`src/rtl/core/clns_pkg.sv`:
```
// ----------------------------------------------------------------------------
// clns_pkg
// types, codes and constant tables of the character lcd nibble sequencer
// ----------------------------------------------------------------------------
package clns_pkg;

  localparam int MAX_DIGITS = 5;

  typedef enum logic [3:0] {
    OP_INIT      = 4'd0,
    OP_CMD       = 4'd1,
    OP_CHAR_HERE = 4'd2,
    OP_CHAR_AT   = 4'd3,
    OP_CLEAR     = 4'd4,
    OP_BLINK     = 4'd5,
    OP_NOBLINK   = 4'd6,
    OP_NUM_BLANK = 4'd7,
    OP_NUM_PAD   = 4'd8
  } opcode_e;

  localparam logic [7:0]  LINE1_BASE   = 8'h80;
  localparam logic [7:0]  LINE2_BASE   = 8'hC0;
  localparam logic [7:0]  CHAR_ZERO    = 8'h30;
  localparam logic [7:0]  CHAR_SPACE   = 8'h20;
  localparam logic [7:0]  CMD_CLEAR    = 8'h01;
  localparam logic [7:0]  CMD_BLINK    = 8'h0D;
  localparam logic [7:0]  CMD_NOBLINK  = 8'h0C;
  localparam logic [12:0] WAIT_LOW     = 13'd50;
  localparam logic [12:0] WAIT_CLEAR   = 13'd2050;
  localparam logic [12:0] WAIT_BLINK   = 13'd150;
  localparam logic [12:0] WAIT_NOBLINK = 13'd100;
  localparam logic [15:0] WAIT_POWERUP = 16'd50000;

  typedef struct packed {
    logic [3:0]  opcode;
    logic [7:0]  byte_value;
    logic [1:0]  row;
    logic [5:0]  col;
    logic [15:0] number;
    logic [2:0]  digit_count;
  } req_t;

  typedef struct packed {
    logic [3:0]  nibble;
    logic        register_select;
    logic [15:0] wait_before_us;
    logic [12:0] wait_after_us;
    logic        last;
  } xfer_t;

  // powers of ten, index 0..5
  function automatic logic [16:0] pow10(input logic [2:0] idx);
    logic [16:0] p;
    case (idx)
      3'd0:    p = 17'd1;
      3'd1:    p = 17'd10;
      3'd2:    p = 17'd100;
      3'd3:    p = 17'd1000;
      3'd4:    p = 17'd10000;
      3'd5:    p = 17'd100000;
      default: p = 17'd0;
    endcase
    return p;
  endfunction

  // power-up sequence: four sync nibbles, then 0x28, 0x0C, 0x06, 0x01
  function automatic xfer_t init_xfer(input logic [3:0] idx);
    xfer_t x;
    x = '0;
    case (idx)
      4'd0:    begin x.nibble = 4'h3; x.wait_before_us = WAIT_POWERUP;
                     x.wait_after_us = 13'd5000; end
      4'd1:    begin x.nibble = 4'h3; x.wait_after_us = 13'd200; end
      4'd2:    begin x.nibble = 4'h3; x.wait_after_us = 13'd200; end
      4'd3:    begin x.nibble = 4'h2; x.wait_after_us = 13'd2000; end
      4'd4:    x.nibble = 4'h2;
      4'd5:    begin x.nibble = 4'h8; x.wait_after_us = WAIT_LOW; end
      4'd6:    x.nibble = 4'h0;
      4'd7:    begin x.nibble = 4'hC; x.wait_after_us = WAIT_LOW; end
      4'd8:    x.nibble = 4'h0;
      4'd9:    begin x.nibble = 4'h6; x.wait_after_us = WAIT_LOW; end
      4'd10:   x.nibble = 4'h0;
      4'd11:   begin x.nibble = 4'h1; x.wait_after_us = WAIT_CLEAR; end
      default: x = '0;
    endcase
    return x;
  endfunction

endpackage

```
`src/rtl/core/clns_req_if.sv`:
```
// ----------------------------------------------------------------------------
// clns_req_if
// request channel: valid/ready handshake with one request item
// ----------------------------------------------------------------------------
interface clns_req_if;
  logic          valid;
  logic          ready;
  clns_pkg::req_t payload;

  modport source (output valid, output payload, input ready);
  modport sink   (input valid, input payload, output ready);
endinterface

```
`src/rtl/core/clns_xfer_if.sv`:
```
// ----------------------------------------------------------------------------
// clns_xfer_if
// transfer channel: valid/ready handshake with one bus transfer item
// ----------------------------------------------------------------------------
interface clns_xfer_if;
  logic           valid;
  logic           ready;
  clns_pkg::xfer_t payload;

  modport source (output valid, output payload, input ready);
  modport sink   (input valid, input payload, output ready);
endinterface

```
`src/rtl/core/char_lcd_nibble_sequencer_core.sv`:
```
// ----------------------------------------------------------------------------
// char_lcd_nibble_sequencer_core
// turns one lcd request into the run of 4-bit bus transfers that carries it
// ----------------------------------------------------------------------------
//  channel  | dir | handshake     | item
//  req_i    | in  | valid / ready | opcode, byte, row, col, number, digit count
//  xfer_o   | out | valid / ready | nibble, rs, wait before/after, last
//
//  a request carries 2 to 12 transfers, one transfer per cycle while xfer_o takes
//  them: init 12, address requests 4, numbers 2 + 2 * digits, unused opcodes are taken and dropped
//  the request register feeds the transfer register; the next request is
//  taken in the cycle the current one loads its last transfer
//  reset clears the busy flag and the output valid; payload is not reset
//  xfer_o.ready low with a transfer waiting freezes the sequencer;
//  req_i.ready then drops once busy
// ----------------------------------------------------------------------------
module char_lcd_nibble_sequencer_core #(
  parameter int MaxDigits = clns_pkg::MAX_DIGITS
) (
  input logic    clk_i,
  input logic    rst_ni,
  clns_req_if.sink    req_i,
  clns_xfer_if.source xfer_o
);
  import clns_pkg::*;

  // request register
  logic        busy_q;
  opcode_e     op_q;
  logic [7:0]  bv_q;
  logic [7:0]  addr_q;
  logic [2:0]  cnt_q;
  logic        padded_q;
  logic [15:0] rem_q;
  logic        started_q;
  logic [3:0]  k_q;
  logic [3:0]  nxfer_q;

  // transfer register
  logic        out_valid_q;
  xfer_t       out_q;

  logic        emit, last_xfer, acc, op_ok, digit_step;
  logic [2:0]  byte_idx, pidx, cnt_c;
  logic        lo;
  logic [7:0]  byte_c, addr_c, digit_char;
  logic        rs_c;
  logic [12:0] wait_lo;
  logic [3:0]  digit, nxfer_c;
  logic [15:0] rem_next, sat_c;
  logic [16:0] limit_c;
  xfer_t       cur;

  clns_digit u_digit (
    .pidx_i     (pidx),
    .rem_i      (rem_q),
    .digit_o    (digit),
    .rem_next_o (rem_next)
  );

  // sequencing and handshakes
  always_comb begin
    byte_idx  = k_q[3:1];
    lo        = k_q[0];
    pidx      = cnt_q - byte_idx;
    last_xfer = (k_q == nxfer_q - 4'd1);
    emit      = busy_q && (!out_valid_q || xfer_o.ready);
    req_i.ready = !busy_q || (emit && last_xfer);
    acc       = req_i.valid && req_i.ready;
    op_ok     = (req_i.payload.opcode <= OP_NUM_PAD);
    digit_step = emit && lo && (byte_idx != 3'd0)
               && (op_q == OP_NUM_BLANK || op_q == OP_NUM_PAD);
  end

  // request decode: address command, clamped digit count, saturated value
  always_comb begin
    addr_c = ((req_i.payload.row == 2'd1) ? LINE1_BASE : LINE2_BASE)
           | 8'({2'b00, req_i.payload.col} - 8'd1);
    cnt_c = req_i.payload.digit_count;
    if (cnt_c == 3'd0) cnt_c = 3'd1;
    if (cnt_c > 3'(MaxDigits)) cnt_c = 3'(MaxDigits);
    limit_c = pow10(cnt_c);
    // too large for the field: all nines
    sat_c = ({1'b0, req_i.payload.number} >= limit_c) ? 16'(limit_c - 17'd1)
                                                      : req_i.payload.number;
    case (opcode_e'(req_i.payload.opcode))
      OP_INIT:                  nxfer_c = 4'd12;
      OP_CHAR_AT, OP_BLINK:     nxfer_c = 4'd4;
      OP_NUM_BLANK, OP_NUM_PAD: nxfer_c = 4'({cnt_c, 1'b0}) + 4'd2;
      default:                  nxfer_c = 4'd2;
    endcase
  end

  // blank mode shows spaces until the first nonzero digit; units always a digit
  assign digit_char = (padded_q || started_q || digit != 4'd0 || pidx == 3'd0)
                    ? 8'(CHAR_ZERO + {4'b0000, digit}) : CHAR_SPACE;

  // current transfer: byte byte_idx, high nibble first; init reads its table
  always_comb begin
    byte_c  = bv_q;
    rs_c    = 1'b0;
    wait_lo = WAIT_LOW;
    case (op_q)
      OP_CHAR_HERE: rs_c = 1'b1;
      OP_CHAR_AT: begin
        byte_c = (byte_idx == 3'd0) ? addr_q : bv_q;
        rs_c   = (byte_idx != 3'd0);
      end
      OP_CLEAR: begin
        byte_c  = CMD_CLEAR;
        wait_lo = WAIT_CLEAR;
      end
      OP_BLINK: begin
        byte_c = (byte_idx == 3'd0) ? addr_q : CMD_BLINK;
        if (byte_idx != 3'd0) wait_lo = WAIT_BLINK;
      end
      OP_NOBLINK: begin
        byte_c  = CMD_NOBLINK;
        wait_lo = WAIT_NOBLINK;
      end
      OP_NUM_BLANK, OP_NUM_PAD: begin
        byte_c = (byte_idx == 3'd0) ? addr_q : digit_char;
        rs_c   = (byte_idx != 3'd0);
      end
      default: ;
    endcase
    if (op_q == OP_INIT) begin
      cur = init_xfer(k_q);
    end else begin
      cur                 = '0;
      cur.nibble          = lo ? byte_c[3:0] : byte_c[7:4];
      cur.register_select = rs_c;
      cur.wait_after_us   = lo ? wait_lo : 13'd0;
    end
    cur.last = last_xfer;
  end

  // control state
  always_ff @(posedge clk_i or negedge rst_ni) begin
    if (!rst_ni) begin
      busy_q      <= 1'b0;
      out_valid_q <= 1'b0;
    end else begin
      if (acc) begin
        busy_q <= op_ok;
      end else if (emit && last_xfer) begin
        busy_q <= 1'b0;
      end
      if (emit) begin
        out_valid_q <= 1'b1;
      end else if (xfer_o.ready) begin
        out_valid_q <= 1'b0;
      end
    end
  end

  // request and transfer payload
  always_ff @(posedge clk_i) begin
    if (emit) begin
      out_q <= cur;
    end
    if (acc) begin
      op_q      <= opcode_e'(req_i.payload.opcode);
      bv_q      <= req_i.payload.byte_value;
      addr_q    <= addr_c;
      cnt_q     <= cnt_c;
      padded_q  <= (req_i.payload.opcode == OP_NUM_PAD);
      rem_q     <= sat_c;
      started_q <= 1'b0;
      k_q       <= 4'd0;
      nxfer_q   <= nxfer_c;
    end else begin
      if (emit) begin
        k_q <= k_q + 4'd1;
      end
      if (digit_step) begin
        rem_q <= rem_next;
        if (digit != 4'd0) started_q <= 1'b1;
      end
    end
  end

  assign xfer_o.valid   = out_valid_q;
  assign xfer_o.payload = out_q;

  // sequencer never runs past the request's transfer count
  a_k_in_range: assert property (@(posedge clk_i) disable iff (!rst_ni)
    busy_q |-> (k_q < nxfer_q))
    else $error("transfer index past end of request");

  // remainder always fits the digits still to come
  a_rem_bound: assert property (@(posedge clk_i) disable iff (!rst_ni)
    (busy_q && byte_idx != 3'd0 && (op_q == OP_NUM_BLANK || op_q == OP_NUM_PAD))
    |-> ({1'b0, rem_q} < pow10(3'(pidx + 3'd1))))
    else $error("number remainder out of range");

  // an accepted request with a known opcode starts a run in the next cycle
  a_accept_busy: assert property (@(posedge clk_i) disable iff (!rst_ni)
    (acc && op_ok) |=> busy_q)
    else $error("accepted request did not start");

  // the last flag ends a run: no transfer is loaded without a request behind it
  a_last_ends: assert property (@(posedge clk_i) disable iff (!rst_ni)
    (emit && last_xfer && !acc) |=> !busy_q)
    else $error("request still busy after its last transfer");

endmodule

```
`src/rtl/core/clns_digit.sv`:
```
// ----------------------------------------------------------------------------
// clns_digit
// peels the leading decimal digit off a remainder for a given power of ten
// ----------------------------------------------------------------------------
module clns_digit (
  input  logic [2:0]  pidx_i,
  input  logic [15:0] rem_i,
  output logic [3:0]  digit_o,
  output logic [15:0] rem_next_o
);
  import clns_pkg::*;

  logic [16:0] thr [10];
  logic [16:0] sel;

  // parallel compares against 1p..9p, highest hit wins
  always_comb begin
    digit_o = 4'd0;
    sel     = '0;
    for (int d = 0; d < 10; d++) begin
      thr[d] = 17'(pow10(pidx_i) * 17'(d));
    end
    for (int d = 1; d < 10; d++) begin
      if ({1'b0, rem_i} >= thr[d]) begin
        digit_o = 4'(d);
        sel     = thr[d];
      end
    end
    rem_next_o = 16'({1'b0, rem_i} - sel);
  end

endmodule
```
`src/flat_wrapper.sv`:
```
// flat-port wrapper written by rule: the top's interface ports become plain ports
module char_lcd_nibble_sequencer_core_flat import clns_pkg::*;
#(
  parameter int MaxDigits = clns_pkg::MAX_DIGITS
)
  (clk_i, rst_ni, req_i_valid, req_i_payload, req_i_ready, xfer_o_valid, xfer_o_payload, xfer_o_ready);
  clns_req_if req_i_i ();
  clns_xfer_if xfer_o_i ();
  input logic clk_i;
  input logic rst_ni;
  input wire logic [$bits(req_i_i.valid)-1:0] req_i_valid;
  input wire logic [$bits(req_i_i.payload)-1:0] req_i_payload;
  output wire logic [$bits(req_i_i.ready)-1:0] req_i_ready;
  output wire logic [$bits(xfer_o_i.valid)-1:0] xfer_o_valid;
  output wire logic [$bits(xfer_o_i.payload)-1:0] xfer_o_payload;
  input wire logic [$bits(xfer_o_i.ready)-1:0] xfer_o_ready;
  assign req_i_i.valid = req_i_valid;
  assign req_i_i.payload = req_i_payload;
  assign req_i_ready = req_i_i.ready;
  assign xfer_o_valid = xfer_o_i.valid;
  assign xfer_o_payload = xfer_o_i.payload;
  assign xfer_o_i.ready = xfer_o_ready;
  char_lcd_nibble_sequencer_core #(.MaxDigits(MaxDigits)) u_core (.clk_i(clk_i), .rst_ni(rst_ni), .req_i(req_i_i), .xfer_o(xfer_o_i));
endmodule
```
`config.mk`:
```
export PLATFORM = sky130hd
export DESIGN_NAME = char_lcd_nibble_sequencer_core_flat
export DESIGN_NICKNAME = d
export VERILOG_FILES = /design/src/rtl/core/clns_pkg.sv /design/src/rtl/core/clns_req_if.sv /design/src/rtl/core/clns_xfer_if.sv /design/src/rtl/core/char_lcd_nibble_sequencer_core.sv /design/src/rtl/core/clns_digit.sv /design/src/flat_wrapper.sv
export SDC_FILE = /design/constraint.sdc
export NUM_CORES = 1
export LEC_CHECK = 0
export ABC_AREA = 0
export BUFFER_PORTS_ARGS = -buffer_cell sky130_fd_sc_hd__buf_2
export CAP_MARGIN = 10
export CORE_ASPECT_RATIO = 1.1
export CORE_MARGIN = 2
export CORE_UTILIZATION = 45
export CTS_CLUSTER_SIZE = 12
export DETAILED_ROUTE_END_ITERATION = 12
export HOLD_SLACK_MARGIN = 0.15
export PLACE_DENSITY_LB_ADDON = 0.12
export SYNTH_ARGS = -nofsm -noshare
export SYNTH_HDL_FRONTEND = slang
export SYNTH_HIERARCHICAL = 1
export SYNTH_SLANG_ARGS = --single-unit
```
`constraint.sdc`:
```
create_clock -name clk_i -period 11.1 [get_ports clk_i]
set_clock_uncertainty 0.05 [all_clocks]
set_input_delay 2.22 -clock clk_i [delete_from_list [all_inputs] [get_ports clk_i]]
set_output_delay 2.22 -clock clk_i [all_outputs]
set_load 0.05 [all_outputs]
```
* Yosys cells after proc, flatten, opt, wreduce, memory -nomap -nowiden *
Index checks and enable logic that the tools add are counted.

operators by class
  divide/modulo/power cells = 0
  add/sub/neg operators = 8
  reductions and logical operators = 35
  multipliers = 5
  equality and inequality tests = 31
  muxes and demuxes = 45
  shift operators = 0
  magnitude comparators = 12
  bitwise logic cells = 1

operator list
  kind                     number
  $mux W16                 13
  $pmux W17 S6             2
  $ge A16 B17 Y1           10
  $pmux W13 S5             1
  $mux W8                  5
  $pmux W8 S5              1
  $pmux W13 S3             1
  $eq A4 B3 Y1 const B     9
  $mux W4                  9
  $mux W35                 1
  $mul A17 B3 Y17 const B  2
  $pmux W4 S6              1
  $eq A4 B2 Y1 const B     5
  $mul A17 B2 Y16 const B  1
  $mul A17 B2 Y17 const B  1
  $mul A17 B4 Y17 const B  1
  $eq A4 B4 Y1 const B     4
  $sub A16 B1 Y16 const B  1
  $sub A16 B16 Y16         1
  $mux W13                 1
  $eq A3 B2 Y1 const B     4
  $eq A3 B3 Y1 const B     4
  $logic_not A3 Y1         4
  $logic_not A4 Y1         3
  27 further kinds         52

storage, ports and cells
  memories kept = 0
  bits in registers = 86
  bits in writable memories = 0
  latch bits = 0
  ROM bits = 0

* Depth between registers and ports, before layout *
  word-level depth = 21
  depth in mapped cells = 47
  gate-level depth less buffers = 45

* By module *
The synthesis kept the hierarchy.

modules (own cells, without submodules)
  module                          area each (sq um)  sequential area each (sq um)  cells each  instances
  clns_digit                      6720.2             0.0                           901         1
  char_lcd_nibble_sequencer_core  4391.7             1951.9                        455         1

* Worst setup path before layout *
Ideal clock, no wire load.

  kind = register -> register
  from = reg u_core.k_q[1]
  to = reg u_core.rem_q[14] (data pin)
  library setup time = 0.130 ns
  data arrival time = 9.445 ns
  stages on the path, launching flop included = 43
  required time = 10.920 ns
  period minus slack after synthesis = 9.625 ns
  slack = 1.475 ns
  path buffers = 1
  cell sequence = dfxtp_1 -> ha_1 -> fa_1 -> xnor2_1 -> xnor2_1 -> nand2b_1 -> nor2_1 -> inv_1 -> ha_1 -> buf_2 -> nor2_1 -> nor2_1 -> inv_1 -> fa_1 -> ha_1 -> nand2_1 -> o21ai_0 -> a2111oi_0 -> (+7 left out) -> nand2_1 -> inv_1 -> nor2_1 -> a21oi_1 -> ha_1 -> fa_1 -> nor2b_1 -> o21ai_0 -> a21boi_0 -> o21ai_0 -> a21boi_0 -> o21ai_0 -> a21o_1 -> a31oi_1 -> or4b_2 -> nand3_1 -> nand2_1 -> nand2_1

on the way
  word-level cells in the longest chain between the ends = 16

ends and longest elaborated chain
  element                                                  RTL line                               RTL
  start, declared                                          char_lcd_nibble_sequencer_core.sv:36   logic [3:0] k_q;
  start signal, assigned                                   char_lcd_nibble_sequencer_core.sv:174  k_q <= k_q + 4'd1;
  $sub A3 B3 Y3 (*)                                        char_lcd_nibble_sequencer_core.sv:65   pidx = cnt_q - byte_idx;
  named net u_core.pidx[2]                                 char_lcd_nibble_sequencer_core.sv:44   logic [2:0] byte_idx, pidx, cnt_c;
  $eq A3 B3 Y1, or another cell as far along               n/a
  $pmux W17 S6 (*)                                         clns_pkg.sv:54                         case (idx)
  branches (longest 9 deep; another with $mul A17 B2 Y17)  n/a
  $mux W16 (*)                                             clns_digit.sv:24                       if ({1'b0, rem_i} >= thr[d]) begin
  $sub A16 B16 Y16 (*)                                     clns_digit.sv:29                       rem_next_o = 16'({1'b0, rem_i} - sel);
  named net u_core.rem_next[14]                            char_lcd_nibble_sequencer_core.sv:50   logic [15:0] rem_next, sat_c;
  $mux W16 (*)                                             char_lcd_nibble_sequencer_core.sv:176  if (digit_step) begin
  $mux W16 (*)                                             char_lcd_nibble_sequencer_core.sv:162  if (acc) begin
  end signal, assigned                                     char_lcd_nibble_sequencer_core.sv:168  rem_q <= sat_c;
  end signal, assigned                                     char_lcd_nibble_sequencer_core.sv:177  rem_q <= rem_next;
  end, declared                                            char_lcd_nibble_sequencer_core.sv:34   logic [15:0] rem_q;

Mark *: on every way through the listed nets, which the timed path passes. The select of a mux whose other input is x is not followed.
A chain may end at the register's enable or synchronous reset.

* Worst setup path after layout *
  from = reg u_core.k_q[1]
  to = reg u_core.rem_q[15] (data pin)

Same word-level chain as after synthesis.

==> results.yml <==
timing:
  setup_ws_ps: 912
  timing.max_slew.rel_slack: 0.351
  tmin_final_ps: 10190
  grt_setup_unrepaired: "false"
  final_min_period_over_clock_period: 0.918
  drv_slew: 0
  fmaxAchievable_mhz: 98.2
  setup-violations-final: 0
  tightestPinTransition_ps: 973
  finalSetupTns_ps: 0
  finalHoldViolations: 0
global_route:
  grt_pass1_wl_mm: 59.8
  gr_ovfl_total: 0
  largest_net_degree_at_the_start_of_global_routing: 54
  antenna_violations_before_repair: 0
  number_of_global_route_vias_before_repair: 10360
  globalRouteTotalUtil: 0.296
clock_tree:
  post-cts-setup-buffers: 0
  tritoncts: "yes"
  clock_tree_root_driver_cell: "clkbuf_16"
  cts-hold-fix-buffers: 0
  number_of_clock_buffers_inserted_by_tritoncts: 9
  cts.reportedPaths.clkPinSlew_ps: 70
  clock_tree.buffer_depth: 2
  source_to_sink_clock_delay_at_the_later_pin_of_the_worst_skew_pair_ps: 340
  cts_resized: 0
  cts_htree_levels: 3
  clkSinkCount: 67
setup_path:
  reg2regPathDepth: 44
  ff2ff_setup_slack_ps: 910
  critPathSlowestCell: "fa_1"
  data_arrival_time_of_the_critical_path_ps: 10170
  worstSetupEndpointType: "register"
  worstSetupStartpointType: "register"
  timing.setup.critical_path_class: "reg2reg"
  destination_of_the_worst_register_to_register_timing_path: "u_core/rem_q[15]"
  critical_path.most_common_cell: "ha_1"
  critical_path_peak_fanout: 15
  cp_slowest_stage_delay_ps: 540
  crit-reg2reg-launch: "u_core/k_q[1]"
  critical_path_required_ps: 11090
die:
  ios: 80
  fp.coreArea_um2: 24400
  floorplan.rows: 60
  height_of_the_die_um: 169
  die-area_um2: 26000
  start_util: 0.455
  dieWidth_um: 154
placed_design:
  dp_hpwl_mm: 30.3
  numPortBuffers: 68
  gp_routability_congestion: 1.01
  pre_cts_ws_ps: 795
logic_synthesis:
  yosys-top-cells-area: "ha_1 23%, edfxtp_1 16%, a21oi_1 4.8%"
  synth.yosys.seq_area_share: 0.176
  synth_warnings: 6
  synth_area_um2: 11100
  register_bit_total_from_synthesis: 67
  yosys.area.top_type_share: 0.231
  synth_enable_flop_cells: 60
  synth.largest_area_cell: "ha_1"
  async_flop_share: 0.0299
  yosys.cell_types.count: 94
  syn_area_per_cell_um2: 8.19
  post_synth_inst_count: 1356
  ys.flop_type: "edfxtp_1"
finish:
  fillerInstances: 2381
  final_common_cell: "ha_1"
  net_total_in_the_final_layout: 1679
  antenna_cells: 0
  layout-drive-gt1-share: 0.109
  final_cell_mix: "205 x ha_1, 115 x nor2_1, 106 x a21oi_1"
  syn_to_final_growth_pct: 8.91
hold_path:
  holdCritStartpoint: "u_core/started_q"
  min_delay_worst_endpoint: "u_core/started_q"
  min_path_type: "reg2reg"
  hold-path-cell-count: 2
detailed_routing:
  drc: 0
  drt.antenna.violating_nets: 0
  drt_first_pass_iters: 5
  detail_route.wirelength_mm: 38.5
  via_density_per_instance: 6.26
  route.detailed.wl_per_inst_um: 22.2
  dr.first_iter.drc_count: 920
  routed-via-count: 10844
outcome:
  status: "finished clean"
run:
  drv_cap: 0
-- how the worst max path moves through the flow --
stage                        startpoint                to  slack, ps  cells after the start
after CTS                 u_core/k_q[1]  u_core/rem_q[15]        750                     42
after global routing      u_core/k_q[1]  u_core/rem_q[15]         60                     42
final                     u_core/k_q[1]  u_core/rem_q[15]        910                     44
after detailed placement  u_core/k_q[1]  u_core/rem_q[15]        800                     42
after floorplan           u_core/k_q[1]  u_core/rem_q[14]       1480                     42
after global placement    u_core/k_q[1]  u_core/rem_q[15]       1100                     42
-- sequential cells by signal, indices dropped and copies added, names as in the netlist, 3 cells and up --
| signal | cells |
|---|---|
| u_core/addr_q | 7 |
| u_core/bv_q | 8 |
| u_core/cnt_q | 3 |
| u_core/k_q | 4 |
| u_core/nxfer_q | 3 |
| u_core/op_q | 4 |
| u_core/rem_q | 16 |
| u_core/xfer_o.payload | 18 |
-- worst max-delay path, delay by kind of cell (launching register included) --
family	cells	cell delay [ps]
AND/OR/NAND/NOR	11	1770
XOR/XNOR	3	770
AO/OA/AOI/OAI	18	3440
adder cells (fa/ha/maj)	7	2230
buffers and inverters	5	1210
flip-flops	1	390
-- synthesized netlist by cell type, drive strengths merged, types with 16 or more instances --
cell,n
buf,35
nor2,116
nand2,94
xor2,22
o22ai,18
inv,99
nand2b,22
a21o,25
nor3,31
o21ai,83
a21oi,107
xnor2,29
clkbuf,28
a31oi,23
nor2b,24
nand4,16
nand3,35
ha,205
edfxtp,60
a211oi,17
-- cells by family after synthesis --
logic type / Yosys count / synth area share
AO/OA/AOI/OAI: 413 / 0.247
XOR/XNOR: 52 / 0.0422
adder cells (fa/ha/maj): 221 / 0.258
buffers and inverters: 162 / 0.0654
flip-flops: 67 / 0.176
multiplexers: 15 / 0.0137
other: 2 / 0.000676
AND/OR/NAND/NOR: 424 / 0.197
-- layout make-up --
| type | count | area, um2 | area share |
|---|---|---|---|
| clock buffer | 9 | 225 | 0.0186 |
| multi-input combinational | 1138 | 8480 | 0.701 |
| clock inverter | 7 | 81.3 | 0.00672 |
| tap | 310 | 388 | 0.0321 |
| timing repair buffer | 102 | 596 | 0.0492 |
| inverter | 99 | 377 | 0.0311 |
| sequential | 67 | 1950 | 0.161 |
-- metrics by stage --
step	instance area [um2]	utilization	hold WS (ps)	cells
final	12100	0.496	432	1732
after global placement	11800	0.483	410	1716
after global routing	12100	0.496	464	1732
after floorplan	11200	-	394	1367
after detailed placement	11800	0.483	422	1716
after CTS	12100	0.496	434	1732
-- metal layers --
metal,GRT usage,part of all wire,vias to the layer above
li1,-,-,5188
met1,0.380,0.43,5104
met2,0.504,0.47,439
met3,0.0315,0.056,113
met4,0.132,0.047,0
met5,0,0,-
Power is not shown: default switching activity piles up to over one toggle a cycle in this logic, so the estimate is an artifact.
